`src/hdl/matrix_vector_transform_core_assert.svh`:
```
// ---------------------------------------------------------------------------
// Assertion macros for the vertex transform core
// Shared concurrent property forms, clocked on clk and held off in reset.
// ---------------------------------------------------------------------------
`ifndef MATRIX_VECTOR_TRANSFORM_CORE_ASSERT_SVH
`define MATRIX_VECTOR_TRANSFORM_CORE_ASSERT_SVH

// same-cycle implication
`define MVT_ASSERT_NOW(lbl, ante, cons, msg) \
	lbl: assert property (@(posedge clk) disable iff (!arst_n) (ante) |-> (cons)) \
		else $error(msg);

// next-cycle implication
`define MVT_ASSERT_NEXT(lbl, ante, cons, msg) \
	lbl: assert property (@(posedge clk) disable iff (!arst_n) (ante) |=> (cons)) \
		else $error(msg);

`endif

```
`src/hdl/mvt_pkg.sv`:
```
// ---------------------------------------------------------------------------
// mvt_pkg
// Types and codes shared by the vertex transform core.
// ---------------------------------------------------------------------------
`default_nettype none

package mvt_pkg;

	localparam int DIM   = 4;
	localparam int ELEMS = DIM * DIM;

	typedef logic signed [31:0] word_t;
	typedef logic signed [63:0] prod_t;
	typedef logic signed [65:0] sum_t;
	typedef logic [3:0]         elem_idx_t;
	typedef logic [1:0]         op_t;

	localparam op_t OP_LOAD = 2'd0;
	localparam op_t OP_VEC4 = 2'd1;
	localparam op_t OP_VEC3 = 2'd2;

	typedef struct packed {
		logic valid;
		logic vec3;
	} stage_ctl_t;

endpackage

`default_nettype wire

```
`src/hdl/mvt_matrix.sv`:
```
// ---------------------------------------------------------------------------
// mvt_matrix
// 4x4 column-major element store, reset to identity, one write per beat.
// ---------------------------------------------------------------------------
`default_nettype none

module mvt_matrix #(
	parameter int FRAC_BITS = 16
) (
	input  logic                clk,
	input  logic                arst_n,
	input  logic                we,
	input  mvt_pkg::elem_idx_t  widx,
	input  mvt_pkg::word_t      wdata,
	output mvt_pkg::word_t      mat [mvt_pkg::ELEMS]
);

	localparam mvt_pkg::word_t ONE = mvt_pkg::word_t'(longint'(1) << FRAC_BITS);

	mvt_pkg::word_t mat_q [mvt_pkg::ELEMS];

	for (genvar g = 0; g < mvt_pkg::ELEMS; g++) begin : g_elem
		localparam bit DIAG = (g / mvt_pkg::DIM) == (g % mvt_pkg::DIM);
		localparam mvt_pkg::elem_idx_t IDX = mvt_pkg::elem_idx_t'(g);

		always_ff @(posedge clk or negedge arst_n) begin
			if (!arst_n) begin
				mat_q[g] <= DIAG ? ONE : '0;
			end else if (we && widx == IDX) begin
				mat_q[g] <= wdata;
			end
		end

		assign mat[g] = mat_q[g];
	end

endmodule

`default_nettype wire

```
`config.mk`:
```
export PLATFORM = sky130hd
export DESIGN_NAME = mvt_matrix
export DESIGN_NICKNAME = d
export VERILOG_FILES = /design/src/hdl/matrix_vector_transform_core_assert.svh /design/src/hdl/mvt_pkg.sv /design/src/hdl/mvt_matrix.sv
export SDC_FILE = /design/constraint.sdc
export NUM_CORES = 1
export LEC_CHECK = 0
export ABC_CLOCK_PERIOD_IN_PS = 900
export BUFFER_PORTS_ARGS = -buffer_cell sky130_fd_sc_hd__buf_2
export CAP_MARGIN = 40
export CORE_MARGIN = 8
export CORE_UTILIZATION = 45
export DETAILED_ROUTE_END_ITERATION = 16
export PLACE_DENSITY_LB_ADDON = 0.3
export SYNTH_ARGS = -nofsm -noshare
export SYNTH_HDL_FRONTEND = slang
export SYNTH_SLANG_ARGS = --single-unit
```
`constraint.sdc`:
```
create_clock -name clk -period 0.9 [get_ports clk]
set_input_delay 0.045 -clock clk [delete_from_list [all_inputs] [get_ports clk]]
set_output_delay 0.045 -clock clk [all_outputs]
set_load 0.1 [all_outputs]
```
==> impl_metrics.toml <==
[power]
clockPowerShare_pct = 16.5
p_seq_share_pct = 25.9
combPwrFrac_pct = 57.6
p_leak_nw = 16.4
cellInternalPower_w = 0.0708
p_per_area_nw_per_um2 = 3870
finalPower_w = 0.138
power.switching_fraction_pct = 48.7
p_switching_w = 0.0672
peakVddDrop_mv = 2.86

[run_status]
violations = "setup timing"
status = "finished, violations left"

[die]
io_pins = 551
die_w_um = 222
die_area_um2 = 49300
initial_core_util_pct = 45.5
num_rows = 75
die_h_um = 222
core_um2 = 41900

[placement]
numPortBuffers = 550
dp_hpwl_um = 49700
placed_area_um2 = 31400
gp_congestion = 0.813

[synthesis]
yosys-top-cells-area = "dfrtp_1 (67%), mux2_2 (29%), buf_2 (1.3%)"
post_synth_num_cell_types = 14
synth_top_area_share_pct = 66.6
syn_area_per_cell_um2 = 16.8
syn-cell-area_um2 = 19100
synth_warnings = 0
synth_area_leader_cell = "dfrtp_1"
ys_seq_area_share_pct = 67.1
ys_ff_latch = 512
synth_nets = 1173
synthesis.instances = 1134

[timing]
setup_viol = 788
finalCriticalPeriod_ns = 1.43
final.setup.worst_slack_ns = -0.529
finalClockSkew_ns = 0
worst_slew_pin_slew_ns = 0.602
rsz0062_at_grt = "yes"
finalHoldViolCount = 0
slew_headroom_pct = 59.8
finalMaxSlewViolations = 0
final.period_utilization_pct = 159
fmax_mhz = 700

[routing]
via_per_inst = 5.67
post-route-drc-count = 0
num_vias = 14500
first_pass_iters = 5
first_iter_violations = 1186
drt-total-wl_um = 88200
route.detailed.wl_per_inst_um = 34.5
ant_nets = 0

[setup_path]
crit_chain = "buf_6 -> buf_12"
cp_num_buf_inv = 2
crit_path_start_kind = "flop"
crit_slowest_cell = "dfrtp_4"
cp.required_ns = 0.85
cpLargestDelayFamily = "flip-flops"
endpoint_kind = "output pin"
cp_max_fo = 2
worstSetupPathType = "reg2out"
arrival_ns = 1.38
cpPeakStageDelay_ns = 0.50

[clocking]
htree_levels = 2
clk_pin_slew_ns = 0.07
cts_tree = "yes"
cts_buffers = 53
ctsRootBufferMaster = "clkbuf_16"
insertion_delay_ns = 0.58
clk_path_buf_depth = 3
cts.sinks = 512

[global_route]
grt.total_usage_pct = 30.8
grt_start_max_net_pins = 80
grt_pass1_vias = 15500
grt_overflow = 0
antenna_found_initial = 3
grt_pass1_wl_um = 113000

[min_path]
hold_path.class = "in2reg"

[cells_and_area]
drive_gt1_share_pct = 76.0
largest_register_ff_count = 512
fin_area_um2 = 35700
area_growth_pct = 86.9
nets = 2014

[job]
max_cap_violations = 0
-- cells by family (layout without fill, tap and decap cells) --
group | count (synthesis) | after routing | share of synthesized area, %
multiplexers | 512 | 512 | 30.2
buffers and inverters | 86 | 970 | 2.00
AND/OR/NAND/NOR | 24 | 24 | 0.681
other | 0 | 3 | 0
flip-flops | 512 | 512 | 67.1
-- power by group through the flow --
stage	clock network (W)	logic (W)	registers, W
finish	0.0228	0.0795	0.0357
floorplan	0	0.00526	0.0711
CTS	0.0224	0.0761	0.0346
global placement	0	0.0729	0.0343
detailed placement	0	0.0736	0.0348
global route	0.0238	0.0805	0.0360
-- path summary, 6_finish.rpt --
| kind | endpoint | slack [ns] | cells past startpoint | from |
|---|---|---|---|---|
| setup / recovery | mat[39] | -0.53 | 2 | mat[39]$_DFFE_PN0P_ |
| hold / removal | mat[455]$_DFFE_PN0P_ | 0.01 | 2 | wdata[7] |
| setup reg to reg | mat[142]$_DFFE_PN0P_ | -0.24 | 3 | mat[142]$_DFFE_PN0P_ |
| hold reg to reg | mat[241]$_DFFE_PN0P_ | 0.54 | 1 | mat[241]$_DFFE_PN0P_ |
| max in group asynchronous | mat[211]$_DFFE_PN0P_ | 0.01 | 3 | arst_n |
| min in group asynchronous | mat[52]$_DFFE_PN0P_ | 0.21 | 3 | arst_n |
-- routing by layer --
metal / routed length (um) / GRT usage, % / up-vias
met2: 44900 / 53.8 / 853
li1: - / - / 5652
met3: 7450 / 10.4 / 285
met1: 30400 / 33.6 / 7715
met4: 5450 / 14.2 / 0
met5: 0 / 0 / -
-- cells in the mapped netlist --
cell type / count
nand2b_1: 2
nand2_1: 2
nor3b_2: 1
dfstp_2: 4
nand3b_1: 4
and3_1: 1
buf_2: 48
dfrtp_1: 508
clkbuf_1: 38
or3_1: 3
nand3_1: 1
mux2_2: 495
mux2_1: 17
nor2_1: 10
-- per-stage QoR --
step | setup TNS, ns | hold slack (ns) | std cells | util [%] | setup slack (ns)
floorplan | -197.42 | -0.251 | 1134 | - | -0.398
global placement | -246.09 | -0.0813 | 2254 | 74.7 | -0.610
detailed placement | -256.93 | -0.0906 | 2254 | 74.7 | -0.619
CTS | -195.82 | 0.000932 | 2491 | 81.8 | -0.543
global route | -213.52 | 0.00885 | 2560 | 85.1 | -0.555
finish | -199.33 | 0.0134 | 2560 | 85.1 | -0.529
-- cell usage in the layout (no fill, tap or decap), drive strengths merged --
cell,count
buf,859
mux2,512
dfrtp,508
clkbuf,79
dlygate4sd3,13
clkinv,13
nor2,10
nand3b,4
dfstp,4
diode,3
or3,3
bufinv,3
clkinvlp,2
nand2,2
nand2b,2
nor3b,1
and3,1
nand3,1
inv,1
-- repair_timing --
action / in CTS / in global routing
pin swaps: 0 / 1
hold buffers: 13 / 1
setup endpoints to repair: 512 / 701
resized for setup: 31 / 242
hold endpoints to repair: 589 / 4
setup buffers: 150 / 107
-- final cells by class --
class | instances | area (um^2)
sequential | 512 | 12900
tap | 539 | 674
clock inverter | 19 | 209
clock buffer | 79 | 1540
fill | 1505 | 6260
multi-input combinational | 536 | 6410
timing repair buffer | 872 | 13900
antenna | 3 | 7.51
Power figures use the tool's default switching activity.
