File: config.mk
export PLATFORM = sky130hd
export DESIGN_NAME = mvt_reduce
export DESIGN_NICKNAME = d
export VERILOG_FILES = /design/src/hdl/matrix_vector_transform_core_assert.svh /design/src/hdl/mvt_pkg.sv /design/src/hdl/mvt_reduce.sv
export SDC_FILE = /design/constraint.sdc
export NUM_CORES = 2
export LEC_CHECK = 0
export BUFFER_PORTS_ARGS = -buffer_cell sky130_fd_sc_hd__buf_2
export CAP_MARGIN = 20
export CORE_AREA = 2 2 449 451
export CTS_CLUSTER_SIZE = 16
export DETAILED_ROUTE_END_ITERATION = 10
export DIE_AREA = 0 0 451 453
export PLACE_DENSITY = 0.47
export SLEW_MARGIN = 15
export SYNTH_ARGS = -nofsm -noshare
export SYNTH_HDL_FRONTEND = slang
export SYNTH_SLANG_ARGS = --single-unit
File: constraint.sdc
create_clock -name clk -period 2.55 [get_ports clk]
set_clock_uncertainty 0.2 [all_clocks]
set_input_delay 0.51 -clock clk [delete_from_list [all_inputs] [get_ports clk]]
set_output_delay 0.51 -clock clk [all_outputs]
set_load 0.02 [all_outputs]
File: src/hdl/matrix_vector_transform_core_assert.svh
// ---------------------------------------------------------------------------
// Assertion macros for the vertex transform core
// Shared concurrent property forms, clocked on clk and held off in reset.
// ---------------------------------------------------------------------------
`ifndef MATRIX_VECTOR_TRANSFORM_CORE_ASSERT_SVH
`define MATRIX_VECTOR_TRANSFORM_CORE_ASSERT_SVH

// same-cycle implication
`define MVT_ASSERT_NOW(lbl, ante, cons, msg) \
	lbl: assert property (@(posedge clk) disable iff (!arst_n) (ante) |-> (cons)) \
		else $error(msg);

// next-cycle implication
`define MVT_ASSERT_NEXT(lbl, ante, cons, msg) \
	lbl: assert property (@(posedge clk) disable iff (!arst_n) (ante) |=> (cons)) \
		else $error(msg);

`endif

File: src/hdl/mvt_pkg.sv
// ---------------------------------------------------------------------------
// mvt_pkg
// Types and codes shared by the vertex transform core.
// ---------------------------------------------------------------------------
`default_nettype none

package mvt_pkg;

	localparam int DIM   = 4;
	localparam int ELEMS = DIM * DIM;

	typedef logic signed [31:0] word_t;
	typedef logic signed [63:0] prod_t;
	typedef logic signed [65:0] sum_t;
	typedef logic [3:0]         elem_idx_t;
	typedef logic [1:0]         op_t;

	localparam op_t OP_LOAD = 2'd0;
	localparam op_t OP_VEC4 = 2'd1;
	localparam op_t OP_VEC3 = 2'd2;

	typedef struct packed {
		logic valid;
		logic vec3;
	} stage_ctl_t;

endpackage

`default_nettype wire

File: src/hdl/mvt_reduce.sv
// ---------------------------------------------------------------------------
// mvt_reduce
// Row sums of the products, then floor shift and saturation to 32 bits.
// ---------------------------------------------------------------------------
`default_nettype none

module mvt_reduce #(
	parameter int FRAC_BITS = 16
) (
	input  logic                 clk,
	input  logic                 arst_n,
	input  logic                 en,
	input  mvt_pkg::stage_ctl_t  ctl_s2,
	input  mvt_pkg::prod_t       prod_s2 [mvt_pkg::ELEMS],
	output mvt_pkg::stage_ctl_t  ctl_s3,
	output mvt_pkg::word_t       res [mvt_pkg::DIM],
	output logic [3:0]           ovf
);

	localparam mvt_pkg::word_t WMAX = mvt_pkg::word_t'(32'h7fff_ffff);
	localparam mvt_pkg::word_t WMIN = mvt_pkg::word_t'(32'h8000_0000);

	mvt_pkg::sum_t sum_s3 [mvt_pkg::DIM];

	for (genvar r = 0; r < mvt_pkg::DIM; r++) begin : g_row
		mvt_pkg::sum_t sum_d;
		mvt_pkg::sum_t shifted;
		logic          fits;

		assign sum_d = mvt_pkg::sum_t'(prod_s2[r])
			+ mvt_pkg::sum_t'(prod_s2[mvt_pkg::DIM + r])
			+ mvt_pkg::sum_t'(prod_s2[2 * mvt_pkg::DIM + r])
			+ mvt_pkg::sum_t'(prod_s2[3 * mvt_pkg::DIM + r]);

		always_ff @(posedge clk) begin
			if (en) begin
				sum_s3[r] <= sum_d;
			end
		end

		assign shifted = sum_s3[r] >>> FRAC_BITS;
		assign fits    = (&shifted[65:31]) || !(|shifted[65:31]);
		assign ovf[r]  = !fits;
		assign res[r]  = fits ? shifted[31:0] : (shifted[65] ? WMIN : WMAX);
	end

	always_ff @(posedge clk or negedge arst_n) begin
		if (!arst_n) begin
			ctl_s3 <= '0;
		end else if (en) begin
			ctl_s3 <= ctl_s2;
		end
	end

endmodule

`default_nettype wire

==> flow_metrics.env <==
export IMPL_worstPathRequired_ns=2.72
export IMPL_status="finished, violations left"
export IMPL_worstPathArrival_ns=4.27
export IMPL_p_comb_share_pct=74.6
export IMPL_slowest_stage="fa_1"
export IMPL_syn_cell_area_sq_um=34900
export IMPL_fin_ws_ns=-1.56
export IMPL_synth_edf_count=200
export IMPL_slowest_delay_ns=0.49
export IMPL_htree_levels=1
export IMPL_antenna_left=0
export IMPL_synthXorXnorAreaFrac_pct=4.87
export IMPL_synthCells=3993
export IMPL_hpwl_microns=164000
export IMPL_drc=0
export IMPL_worstHoldPathType="primary input to register"
export IMPL_area_growth_pct=60.8
export IMPL_max_freq_mhz=244
export IMPL_core_area_sq_um=199000
export IMPL_drive_gt1_share_pct=44.1
export IMPL_final_cells=8704
export IMPL_route_vias_total=34200
export IMPL_p_int_w=0.0268
export IMPL_synth_ff_latch_count=202
export IMPL_seqPwrFrac_pct=15.2
export IMPL_clk_latency_ns=0.61
export IMPL_yosysMostFrequentCell="inv_1"
export IMPL_post_route_period_util_pct=161
export IMPL_tightest_slew_ns=0.867
export IMPL_rows=164
export IMPL_cts_root_buf="clkbuf_16"
export IMPL_worstPathMaxFanout=3
export IMPL_cp_cell_sequence="buf_2, inv_1, fa_1, inv_1, fa_1, ha_4, nand4_1, a2111oi_4, a21oi_2, a311o_1, and3_4, o21ai_4, o211ai_2, a21bo_1, a21boi_2, buf_4, nand4_1, and4_1"
export IMPL_hold_viol=0
export IMPL_finalWirelength_microns=179000
export IMPL_grt_pass1_wl_microns=249000
export IMPL_synth_compound_area_share_pct=15.6
export IMPL_mappedNetlistNets=5786
export IMPL_yosys_warnings=0
export IMPL_antenna_found_initial=73
export IMPL_hold_slack_ns=0.168
export IMPL_drv_slew=0
export IMPL_swShare_pct=44.2
export IMPL_grt_pass1_vias=36300
export IMPL_dr_pass1_iters=5
export IMPL_nNetsFinal=7808
export IMPL_crit_type="primary input to register"
export IMPL_ios=1163
export IMPL_p_leak_nw=29.9
export IMPL_synthSimpleGateAreaFrac_pct=7.81
export IMPL_synthFlopType="edfxtp_1"
export IMPL_yosysUniqueCellTypes=86
export IMPL_synth_top_area_share_pct=29.4
export IMPL_muxShareOfSynthArea_pct=0.122
export IMPL_failed_checks="negative setup slack"
export IMPL_irDropWorstVdd_uv=524
export IMPL_placed_cells=8552
export IMPL_gr_total_overflow=0
export IMPL_startpoint_type="primary input"
export IMPL_syn_avg_cell_area_sq_um=8.74
export IMPL_setup_violations=328
export IMPL_cp_end_kind="register"
export IMPL_netlist_top_cells_area="fa_1, edfxtp_1, inv_1"
export IMPL_grtUsageTotal_pct=16.9
export IMPL_grt_max_degree=39
export IMPL_path_clk_slew_ns=0.06
export IMPL_yosysTopAreaCell="fa_1"
export IMPL_synth_top_family_by_area="adder cells"
export IMPL_cts_tree="done"
export IMPL_wl_per_cell_microns=20.5
export IMPL_avgViaCountPerCell=3.93
export IMPL_synthAdderAreaFrac_pct=38.4
export IMPL_start_util_pct=17.5
export IMPL_numCtsBuffers=31
export IMPL_rsz0062_at_grt="true"
export IMPL_p_clk_share_pct=10.2
export IMPL_ff2ff_setup_slack_ns=1.61
export IMPL_async_flop_share_pct=0.990
export IMPL_power_total_w=0.0480
export IMPL_die_area_sq_um=204000
export IMPL_synthTopCellsByCount="inv_1, fa_1, a21o_1"
export IMPL_cts_buffer_depth=3
export IMPL_yosysSeqAreaShare_pct=17.4
export IMPL_cap_viol_max_count=0
export IMPL_nFillCells=21500
export IMPL_gp_congestion=1.04
export IMPL_clock_sinks=202
export IMPL_drt_iter0_drc=1467
export IMPL_p_sw_w=0.0212
export IMPL_fin_crit_ns=4.11
export IMPL_port_buffers=1162
export IMPL_relSlewSlack_pct=42.1
export IMPL_power_density_nw_per_um2=855
export IMPL_die_w_microns=451
export IMPL_die_h_microns=453
kinds of logic (layout without fill, tap and decap cells):
kind of cell | Yosys count | after routing
buf+inv | 1471 | 3517
compound gates | 823 | 823
fa+ha+maj | 764 | 764
simple gates | 535 | 535
flops | 202 | 202
xor+xnor | 194 | 194
mux | 4 | 4
other cells | 0 | 9
path summary, 6_finish.rpt:
kind / to / depth (start not counted) / start
max: sum_s3[2][59] / 18 / prod_s2[587]
min: sum_s3[0][42] / 1 / en
max reg2reg: ctl_s3[1] / 1 / ctl_s3[1]
min reg2reg: ctl_s3[0] / 1 / ctl_s3[0]
max in group asynchronous: ctl_s3[1] / 3 / arst_n
min in group asynchronous: ctl_s3[0] / 3 / arst_n
power groups by stage:
| stage | Clock (W) | Sequential [W] | Combinational [W] |
|---|---|---|---|
| floorplan | 0 | 0.00680 | 0.0169 |
| global placement | 0 | 0.00724 | 0.0316 |
| detailed placement | 0 | 0.00727 | 0.0317 |
| CTS | 0.00514 | 0.00723 | 0.0343 |
| global route | 0.00520 | 0.00744 | 0.0390 |
| finish | 0.00491 | 0.00727 | 0.0358 |
metrics by stage:
stage / cell area [sq um] / util [%] / worst slack (ns) / TNS [ns]
6_report: 56100 / 28.2 / -1.56 / -324.97
4_1_cts: 54700 / 27.5 / -1.50 / -328.31
5_1_grt: 56100 / 28.1 / -1.69 / -363.61
3_5_place_dp: 51500 / 25.8 / -2.37 / -396.41
2_1_floorplan: 36100 / - / -1.69 / -239.15
3_3_place_gp: 51500 / 25.8 / -2.37 / -390.94
flip-flops by register name, summed over array words and instances (netlist names):
name / count
ctl_s3: 2
sum_s3: 200
cell type report:
type | instances | area, sq um | share of cell area [%]
Clock buffer | 32 | 779 | 1.39
Sequential cell | 202 | 6060 | 10.8
Tap cell | 2656 | 3320 | 5.92
Multi-Input combinational cell | 2320 | 26500 | 47.3
Antenna cell | 9 | 22.5 | 0.0401
Clock inverter | 25 | 363 | 0.647
Timing Repair Buffer | 2075 | 13700 | 24.4
Inverter | 1385 | 5360 | 9.56
worst max-delay path: cells and delay by family:
| kind | cells | cell delay (ns) |
|---|---|---|
| and+or+nand+nor | 4 | 0.67 |
| adders and majority gates | 3 | 1.25 |
| buffers and inverters | 4 | 0.36 |
| AOI/OAI and AO/OA | 7 | 1.47 |
layer usage:
layer / vias to the layer above / part of all wire [%] / GRT usage (%)
li1: 16500 / - / -
met5: - / 0.021 / 0
met3: 166 / 4.1 / 1.92
met2: 785 / 49 / 29.6
met1: 16800 / 45 / 22.7
met4: 6 / 1.8 / 2.47
repair_timing:
action,in CTS,in global routing
gates resized for setup,335,255
setup buffers,57,57
pin swaps,172,165
endpoints found under the setup margin,328,328
hold buffers,4,0
endpoints found under the hold margin,4,0
cells in the final DEF, fill, tap and decap left out, drive strengths merged, types with 11 or more instances in the layout:
master  synthesis  routed
buf             3    2070
inv          1385    1388
fa            512     512
a21o          268     268
ha            252     252
a21oi         252     252
edfxtp        200     200
nand2         136     136
o21ai         120     120
xnor2         118     118
nor2          108     108
nand4          87      87
xor2           76      76
nand3          44      44
o21bai         38      38
clkbuf         83      33
nor2b          29      29
nor4           27      27
nor3           24      24
and3           23      23
a31oi          21      21
o21a           19      19
nand2b         15      15
a221oi         12      12
and4           11      11
No activity file was read; power rests on OpenSTA's default activity.
